## src/bdrp_pkg.sv

```systemverilog
// Shared types and character codes for the bracketed decimal record parser.
package bdrp_pkg;

    localparam logic [7:0] CH_OPEN_CURLY   = 8'h7B;
    localparam logic [7:0] CH_OPEN_SQUARE  = 8'h5B;
    localparam logic [7:0] CH_CLOSE_SQUARE = 8'h5D;
    localparam logic [7:0] CH_COMMA        = 8'h2C;
    localparam logic [7:0] CH_DIGIT_LOW    = 8'd48;
    localparam logic [7:0] CH_DIGIT_HIGH   = 8'd57;
    localparam logic [7:0] CODE_BRAKE      = 8'h35;
    localparam logic [7:0] CODE_SPEED      = 8'h37;

    localparam int VALUE_W = 16;

    typedef enum logic [7:0] {
        PH_FIRST  = 8'b0000_0001,
        PH_SECOND = 8'b0000_0010,
        PH_TYPE   = 8'b0000_0100,
        PH_POWER  = 8'b0000_1000,
        PH_GAP    = 8'b0001_0000,
        PH_MARK   = 8'b0010_0000,
        PH_SPEED  = 8'b0100_0000,
        PH_IDLE   = 8'b1000_0000
    } phase_t;

    typedef struct packed {
        logic [7:0] data_byte;
        logic       last_byte;
    } in_item_t;

    typedef struct packed {
        logic [VALUE_W-1:0] power_value;
        logic [VALUE_W-1:0] speed_value;
    } out_item_t;

    typedef struct packed {
        phase_t             phase;
        logic [VALUE_W-1:0] acc;
        logic [VALUE_W-1:0] power;
        logic [VALUE_W-1:0] speed;
    } parse_state_t;

    localparam parse_state_t PARSE_RESET = '{
        phase: PH_FIRST,
        acc:   '0,
        power: '0,
        speed: '0
    };

endpackage

```

## src/bdrp_step.sv

```systemverilog
// Next-state logic of the parser for one message byte.
module bdrp_step (
    input  bdrp_pkg::parse_state_t state,
    input  logic [7:0]             data_byte,
    output bdrp_pkg::parse_state_t state_next
);
    import bdrp_pkg::*;

    logic               is_digit;
    logic [VALUE_W-1:0] digit_val;
    logic [VALUE_W-1:0] acc_times_ten;
    logic [VALUE_W-1:0] acc_collect;

    always_comb
    begin
        is_digit      = data_byte inside {[CH_DIGIT_LOW:CH_DIGIT_HIGH]};
        digit_val     = VALUE_W'(data_byte - CH_DIGIT_LOW);
        acc_times_ten = (state.acc << 3) + (state.acc << 1);
        if (data_byte == CH_COMMA)
        begin
            acc_collect = '0;
        end
        else if (is_digit)
        begin
            acc_collect = acc_times_ten + digit_val;
        end
        else
        begin
            acc_collect = state.acc;
        end
    end

    always_comb
    begin
        state_next = state;
        case (state.phase)
            PH_FIRST:
            begin
                state_next.phase = (data_byte == CH_OPEN_CURLY) ? PH_SECOND : PH_IDLE;
            end
            PH_SECOND:
            begin
                state_next.phase = (data_byte == CH_OPEN_SQUARE) ? PH_TYPE : PH_IDLE;
            end
            PH_TYPE:
            begin
                state_next.acc   = '0;
                state_next.phase = (data_byte == CODE_BRAKE) ? PH_POWER : PH_IDLE;
            end
            PH_POWER:
            begin
                if (data_byte == CH_CLOSE_SQUARE)
                begin
                    state_next.power = state.acc;
                    state_next.acc   = '0;
                    state_next.phase = PH_GAP;
                end
                else
                begin
                    state_next.acc = acc_collect;
                end
            end
            PH_GAP:
            begin
                state_next.phase = PH_MARK;
            end
            PH_MARK:
            begin
                state_next.acc   = '0;
                state_next.phase = (data_byte == CODE_SPEED) ? PH_SPEED : PH_IDLE;
            end
            PH_SPEED:
            begin
                if (data_byte == CH_CLOSE_SQUARE)
                begin
                    state_next.speed = state.acc;
                    state_next.phase = PH_IDLE;
                end
                else
                begin
                    state_next.acc = acc_collect;
                end
            end
            default:
            begin
                state_next.phase = PH_IDLE;
            end
        endcase
    end

endmodule

```

## src/bracketed_decimal_record_parser.sv

```systemverilog
// Top level of the bracketed decimal record parser.
// The parser takes one message byte per cycle while no last byte waits on the
// result side: each accepted item lands in an input register, compare and
// multiply-by-ten logic updates the parse state, and on the byte flagged last
// the power and speed values go to a result register. Back pressure on the
// result side stalls the input register while it holds a last byte, and the
// input side keeps taking items as long as that register can drain.
module bracketed_decimal_record_parser (
    input  logic                clk,
    input  logic                rst_n,
    input  logic                in_valid,
    output logic                in_ready,
    input  bdrp_pkg::in_item_t  in_data,
    output logic                out_valid,
    input  logic                out_ready,
    output bdrp_pkg::out_item_t out_data
);
    import bdrp_pkg::*;

    logic         in_valid_reg;
    in_item_t     in_reg;
    logic         out_valid_reg;
    out_item_t    out_reg;
    parse_state_t state_reg;
    parse_state_t state_next;
    logic         proc_fire;
    logic         out_free;

    bdrp_step u_step (
        .state      (state_reg),
        .data_byte  (in_reg.data_byte),
        .state_next (state_next)
    );

    // The result register frees up in the same cycle its item is taken.
    assign out_free  = !out_valid_reg || out_ready;
    assign proc_fire = in_valid_reg && (!in_reg.last_byte || out_free);
    assign in_ready  = !in_valid_reg || proc_fire;
    assign out_valid = out_valid_reg;
    assign out_data  = out_reg;

    always_ff @(posedge clk or negedge rst_n)
    begin
        if (!rst_n)
        begin
            in_valid_reg <= 1'b0;
        end
        else if (in_ready)
        begin
            in_valid_reg <= in_valid;
        end
    end

    always_ff @(posedge clk)
    begin
        if (in_ready && in_valid)
        begin
            in_reg <= in_data;
        end
    end

    always_ff @(posedge clk or negedge rst_n)
    begin
        if (!rst_n)
        begin
            state_reg <= PARSE_RESET;
        end
        else if (proc_fire)
        begin
            state_reg <= in_reg.last_byte ? PARSE_RESET : state_next;
        end
    end

    always_ff @(posedge clk or negedge rst_n)
    begin
        if (!rst_n)
        begin
            out_valid_reg <= 1'b0;
        end
        else if (proc_fire && in_reg.last_byte)
        begin
            out_valid_reg <= 1'b1;
        end
        else if (out_ready)
        begin
            out_valid_reg <= 1'b0;
        end
    end

    always_ff @(posedge clk)
    begin
        if (proc_fire && in_reg.last_byte)
        begin
            out_reg.power_value <= state_next.power;
            out_reg.speed_value <= state_next.speed;
        end
    end

`ifndef SYNTH
    a_result_from_last: assert property (@(posedge clk) disable iff (!rst_n)
        $rose(out_valid_reg) |-> $past(proc_fire && in_reg.last_byte))
        else $error("result appeared without a processed last byte");

    a_restart_after_last: assert property (@(posedge clk) disable iff (!rst_n)
        (proc_fire && in_reg.last_byte) |=> (state_reg.phase == PH_FIRST))
        else $error("parser did not restart after the last byte");

    a_clean_start: assert property (@(posedge clk) disable iff (!rst_n)
        (state_reg.phase == PH_FIRST) |->
            (state_reg.acc == '0 && state_reg.power == '0 && state_reg.speed == '0))
        else $error("parse state not cleared at message start");

    a_no_overwrite: assert property (@(posedge clk) disable iff (!rst_n)
        (out_valid_reg && !out_ready) |-> !(proc_fire && in_reg.last_byte))
        else $error("pending result overwritten");
`endif

endmodule

```

## config.mk

```make
export PLATFORM = sky130hd
export DESIGN_NAME = bracketed_decimal_record_parser
export DESIGN_NICKNAME = d
export VERILOG_FILES = /design/src/bdrp_pkg.sv /design/src/bdrp_step.sv /design/src/bracketed_decimal_record_parser.sv
export SDC_FILE = /design/constraint.sdc
export NUM_CORES = 1
export LEC_CHECK = 0
export BUFFER_PORTS_ARGS = -buffer_cell sky130_fd_sc_hd__buf_4
export CAP_MARGIN = 20
export CORE_UTILIZATION = 54
export DETAILED_ROUTE_END_ITERATION = 12
export GPL_TIMING_DRIVEN = 0
export PLACE_DENSITY_LB_ADDON = 0.3
export SETUP_SLACK_MARGIN = 0.3
export SLEW_MARGIN = 0
export SYNTH_ARGS = -nofsm -noshare
export SYNTH_HDL_FRONTEND = slang
export SYNTH_SLANG_ARGS = --single-unit
```

## constraint.sdc

```tcl
create_clock -name clk -period 3.95 [get_ports clk]
set_clock_uncertainty 0.2 [all_clocks]
set_input_delay 0.79 -clock clk [delete_from_list [all_inputs] [get_ports clk]]
set_output_delay 0.79 -clock clk [all_outputs]
set_load 0.01 [all_outputs]
```

# Word-level counts from Yosys, hierarchy flattened
# Index checks and enable logic that the tools add are counted.
dict set report classes {
  addsub 3
  multipliers 0
  n_div 0
  n_lt_le_gt_ge 2
  eq_ne 16
  shift 0
  mux 19
  n_bitwise 0
  reduce_logical 15
}
# cell n
set op_table {}
lappend op_table {{$mux 16} 8}
lappend op_table {{$mux 56} 1}
lappend op_table {{$pmux 8 s7} 1}
lappend op_table {{$mux 8} 6}
lappend op_table {{$pmux 16 s3} 1}
lappend op_table {{$add 16x16->16} 2}
lappend op_table {{$eq 8x6->1 const B} 4}
lappend op_table {{$eq 8x7->1 const B} 4}
lappend op_table {{$sub 8x6->9 const B} 1}
lappend op_table {{$eq 8x1->1 const B} 1}
lappend op_table {{$eq 8x2->1 const B} 1}
lappend op_table {{$eq 8x3->1 const B} 1}
lappend op_table {{$eq 8x4->1 const B} 1}
lappend op_table {{$eq 8x5->1 const B} 1}
lappend op_table {{$ge 8x6->1 const B} 1}
lappend op_table {{$le 8x6->1 const B} 1}
lappend op_table {{$ne 3x2->1 const B} 2}
lappend op_table {{$reduce_and 3->1} 2}
lappend op_table {{$logic_and 1x1->1} 4}
lappend op_table {{$reduce_bool 4->1} 1}
lappend op_table {{$logic_not 1->1} 3}
lappend op_table {{$logic_or 1x1->1} 3}
lappend op_table {{$ne 3x3->1 const B} 1}
lappend op_table {{$mux 1} 2}
lappend op_table {{other kinds (2)} 2}
dict set report totals {
  regBits 99
  latchBits 0
  ramBits 0
  rom_bits 0
  inputBits 13
  out_inout_bits 34
  elab_cells 65
  mem_count 0
}

# Depth between registers and ports, before layout
dict set report logic_depth {
  ltp_word 7
  depth_mapped 12
  ltp_nobuf 12
}

# Cells and area by module
# A second synthesis with hierarchy kept.
dict set report unflattened {
  hier_cells 600
  area_unflattened_um2 6661.4
}
# mod n_inst cells_each area_per_inst_um2 seq_area_each_um2
set modules_own_cells {}
lappend modules_own_cells {bracketed_decimal_record_parser 1 367 4541.9 2683.8}
lappend modules_own_cells {bdrp_step 1 233 2119.5 0.0}

# Worst setup path before layout
# No wires, ideal clock.
dict set report synth_timing {
  path_type {reg2reg}
  startpoint {reg in_reg[5] in the netlist's numbering}
  endpoint {reg state_reg[47] in the netlist's numbering}
  setup_ps 121
  t_arrival_ps 3590
  required_ps 3629
  setup_slack_ps 39
  stages_incl_launch_ff 12
  path_buffers 0
  synth_period_minus_slack_ps 3911
  cell_sequence {edfxtp_1 ha_1 nor3_1 fa_1 ha_1 a21oi_1 nor3b_1 a311oi_1 o21ai_1 a221oi_1 xnor2_1 a22o_1}
}
dict set report synth_via {
  elab_chain_len 7
  word_cells_on_any_way 15
  classes_between {add/sub (2); order compare (2); eq/ne (3); mux (6); reduce/logical (2)}
}
# element line
set synth_lines {}
lappend synth_lines {{start: declaration} bracketed_decimal_record_parser.sv:21} ;# in_item_t in_reg;
lappend synth_lines {{start signal: assignment} bracketed_decimal_record_parser.sv:58} ;# in_reg <= in_data;
lappend synth_lines {{$sub 8x6->9, or another cell as far along} bdrp_step.sv:17} ;# digit_val = VALUE_W'(data_byte - CH_DIGIT_LOW);
lappend synth_lines {{$add 16x16->16 / $logic_and 1x1->1 (equally long branches)} {bdrp_step.sv:25, bdrp_step.sv:16}}
lappend synth_lines {{$mux 16} bdrp_step.sv:23} ;# else if (is_digit)
lappend synth_lines {{$mux 16} bdrp_step.sv:19} ;# if (data_byte == CH_COMMA)
lappend synth_lines {{$mux 16 (on tied branches)} {bdrp_step.sv:74, bdrp_step.sv:52}}
lappend synth_lines {{$pmux 16 s3} bdrp_step.sv:36} ;# case (state.phase)
lappend synth_lines {{$mux 56} bracketed_decimal_record_parser.sv:70} ;# state_reg <= in_reg.last_byte ? PARSE_RESET : state_next;
lappend synth_lines {{end signal: assignment} bracketed_decimal_record_parser.sv:70}
lappend synth_lines {{end: declaration} bracketed_decimal_record_parser.sv:24} ;# parse_state_t state_reg;
# Parallel ways exist; a longest one is shown, timed or not. The select of a mux whose other input is x is not followed.
# A chain may end at the register's enable or synchronous reset.

# Final worst setup path
# Ends and elaborated chain as after synthesis.

==> impl_metrics.yaml <==
cells_and_area:
  layout.core_utilization_pct: 64.0
  largest_register_ffs: 56
  syn2layout_area_growth_pct: 15.4
  num_antenna_cells: 0
  n_fill_cell: 704
  layout-drive-gt1-share_pct: 21.9
  nets: 501
floorplan:
  dieHeight_um: 99.1
  row_count: 35
  die_footprint_sq_mm: 0.00983
  core-area_sq_mm: 0.00920
  die-width_um: 99.1
  start_util_pct: 55.4
  i_o_pin_total: 47
grt:
  antenna_violations_before_repair: 0
  global_route.usage.total_pct: 22.3
  grt_start_max_net_pins: 59
  first_global_vias: 3387
  globalRoute.totalOverflow: 0
  grt_first_pass_wirelength_um: 16800
synthesis:
  synth_cell_type_count: 59
  synthesis.area_sq_mm: 0.00510
  synth.ff_latch_count: 99
  synth_enable_flop_cells: 41
  synth.area.top_cells: "dfrtp_1, edfxtp_1, a22o_1"
  synth_largest_area_cell: "dfrtp_1"
  netlist_instances: 394
  synth.top_cells.by_count: "dfrtp_1, a22o_1, edfxtp_1, nand2_1, mux2_1"
  syn_area_per_cell_sq_um: 12.9
  synthesized_netlist_net_count: 438
  synth-warning-count: 0
  synthFlopType: "dfrtp_1"
  synth-seq-area-share_pct: 52.7
  post-synth-top-area-fraction_pct: 28.0
  library_cell_with_the_highest_instance_count_after_synthesis: "dfrtp_1"
  share_of_flip_flops_with_an_asynchronous_set_or_reset_after_synthesis_pct: 58.6
setup_path:
  worst_r2r_path_depth: 13
  cp_num_buf_inv: 2
  worstPathCellList: "ha_4, nor3_4, buf_4, fa_1, ha_1, clkbuf_1, nand2_1, nor3b_1, a311oi_1, o21ai_1, a221oi_2, xnor2_1, a22o_1"
  critical-path-max-stage-delay_ns: 0.49
  crit_family: "adder cells"
  worst_ep_arrival_time_ns: 3.56
  critical_path.slowest_cell: "edfxtp_1"
  worstPathRequired_ns: 4.01
  worst_path_max_fanout: 8
  crit_type: "reg2reg"
  r2r-end: "state_reg[47]"
  timing.rr.start: "in_reg[5]"
  reg2reg_setup_slack_ns: 0.45
  worstSetupEndpointType: "register"
  crit_path_start_kind: "register"
power:
  power_frac_clock_pct: 31.2
  total_power_draw_mw: 2.06
  static-leakage-power_nw: 2.69
  internal_power_mw: 1.53
  power.sequential.fraction_pct: 55.0
  power.switching_mw: 0.532
  vdd.ir_drop.worst_mv: 0.254
  netSwitchingFraction_pct: 25.7
  power.share.combinational_pct: 13.8
  pwr_density_cell_mw_per_mm2: 351
clocking:
  clkSinkCount: 99
  clock_tree.root_cell: "clkbuf_8"
  clk_latency_ns: 0.36
  tritoncts: "built"
  clk_path_buf_depth: 2
  worst_setup_hold_path_clk_slew_ns: 0.09
  tritoncts.num_buffers: 9
  clock_tree.htree_level_count: 3
detailed_routing:
  routedWlPerCell_um: 17.5
  drt_pass1_iterations: 4
  drt-initial-drc-count: 135
  detail_route.vias_per_cell: 5.91
  ant_nets: 0
  route.final.wire_length_um: 10000
  post-route-drc-count: 0
  vias: 3380
timing:
  setup_viol: 0
  peak_freq_mhz: 286
  setup-tns-final_ns: 0
  final_hold_viol_count: 0
  setup_ws_ns: 0.451
  final.period_utilization_pct: 88.6
  transition_time_of_the_tightest_slew_check_pin_ns: 0.744
  finalMaxSlewViolations: 0
  min_period_ns: 3.50
  relSlewSlack_pct: 50.4
  rsz_0062_raised_after_global_routing: "no"
outcome:
  status: "completed"
place:
  dp.final_hpwl_um: 7200
  place_worst_setup_slack_ns: -0.153
  routabilityCongestion: 0.885
  numPortBuffers: 46
job:
  timing.max_cap.violations: 0
hold_path:
  hold_path_class: "in2async"
[cell type report]
type | count | area, sq um | share of cell area [%]
buffer | 17 | 100 | 1.70
clock buffer | 11 | 141 | 2.40
clock inverter | 4 | 48.8 | 0.829
inverter | 12 | 45.0 | 0.766
multi-input combinational | 266 | 2310 | 39.3
sequential | 99 | 2680 | 45.6
tap | 111 | 139 | 2.36
timing repair buffer | 52 | 410 | 6.98
[cells by family after synthesis]
logic type | count (synthesis) | synth area share (%)
and+or+nand+nor | 82 | 8.96
buffers and inverters | 29 | 2.82
DFF | 99 | 52.7
adders and majority gates | 31 | 9.53
xor gates and xnor gates | 20 | 3.44
muxes | 31 | 6.85
AOI/OAI and AO/OA | 102 | 15.7
[placed cells by master, fill, tap and decap left out, types with 2 or more instances in the layout]
cell type | netlist | final
xnor2_1 | 13 | 13
clkbuf_8 | 0 | 10
inv_1 | 11 | 11
mux2_1 | 24 | 24
ha_2 | 0 | 2
nand4b_1 | 2 | 2
clkinv_2 | 0 | 2
nand2b_1 | 4 | 4
dfrtp_1 | 57 | 57
nand3_1 | 8 | 8
a22o_1 | 49 | 49
a21o_1 | 4 | 4
o21ai_1 | 5 | 5
and3_1 | 2 | 2
edfxtp_1 | 41 | 41
and4b_1 | 2 | 2
a21oi_1 | 11 | 11
and2_1 | 4 | 4
ha_1 | 18 | 15
o31ai_1 | 3 | 3
nand2_1 | 26 | 26
fa_1 | 13 | 13
nor2_1 | 11 | 11
xor2_1 | 7 | 7
buf_2 | 4 | 4
nor2b_1 | 6 | 6
buf_4 | 0 | 51
nor3_4 | 2 | 3
nor3_2 | 1 | 2
clkbuf_1 | 9 | 9
o21ai_0 | 12 | 12
buf_6 | 4 | 4
mux2_2 | 7 | 7
nor3_1 | 4 | 2
[power by group through the flow]
stage	Sequential [mW]	Clock, mW	Combinational, mW
after floorplan	1.16	0	0.173
after global placement	1.16	0	0.261
after detailed placement	1.16	0	0.274
after CTS	1.14	0.659	0.280
after global routing	1.14	0.701	0.317
final	1.14	0.643	0.286
[worst max-delay path by stage]
stage | startpoint | endpoint | slack [ns] | depth (start not counted)
after global placement | in_reg[5] | state_reg[47] | -0.1 | 11
after CTS | in_reg[5] | state_reg[47] | 0.27 | 12
after detailed placement | in_reg[5] | state_reg[47] | -0.15 | 11
after floorplan | in_reg[5] | state_reg[47] | 0.38 | 11
after global routing | in_reg[5] | state_reg[47] | 0.29 | 13
final | in_reg[5] | state_reg[47] | 0.45 | 13
[routing by layer]
layer | global-route usage, % | routed length (um) | vias to the layer above
li1 | - | - | 1604
met1 | 29.5 | 4470 | 1667
met2 | 35.9 | 4910 | 98
met3 | 5.13 | 464 | 11
met4 | 9.05 | 173 | 0
met5 | 0 | 0 | -
[through the flow]
stage | std cells | hold slack [ns] | area [sq um]
finish | 572 | 0.287 | 5880
global route | 572 | 0.316 | 5880
CTS | 569 | 0.299 | 5840
detailed placement | 552 | 0.277 | 5610
global placement | 551 | 0.260 | 5590
floorplan | 394 | 0.248 | 5100
[timing repair]
| action | 4_1_cts | 5_1_grt |
|---|---|---|
| gates resized for setup | 3 | 7 |
| pin swaps | 1 | 1 |
| hold buffers | 0 | 0 |
| endpoints found under the setup margin | 5 | 5 |
| buffers inserted | 2 | 3 |
(Power assumes the default switching activity.)
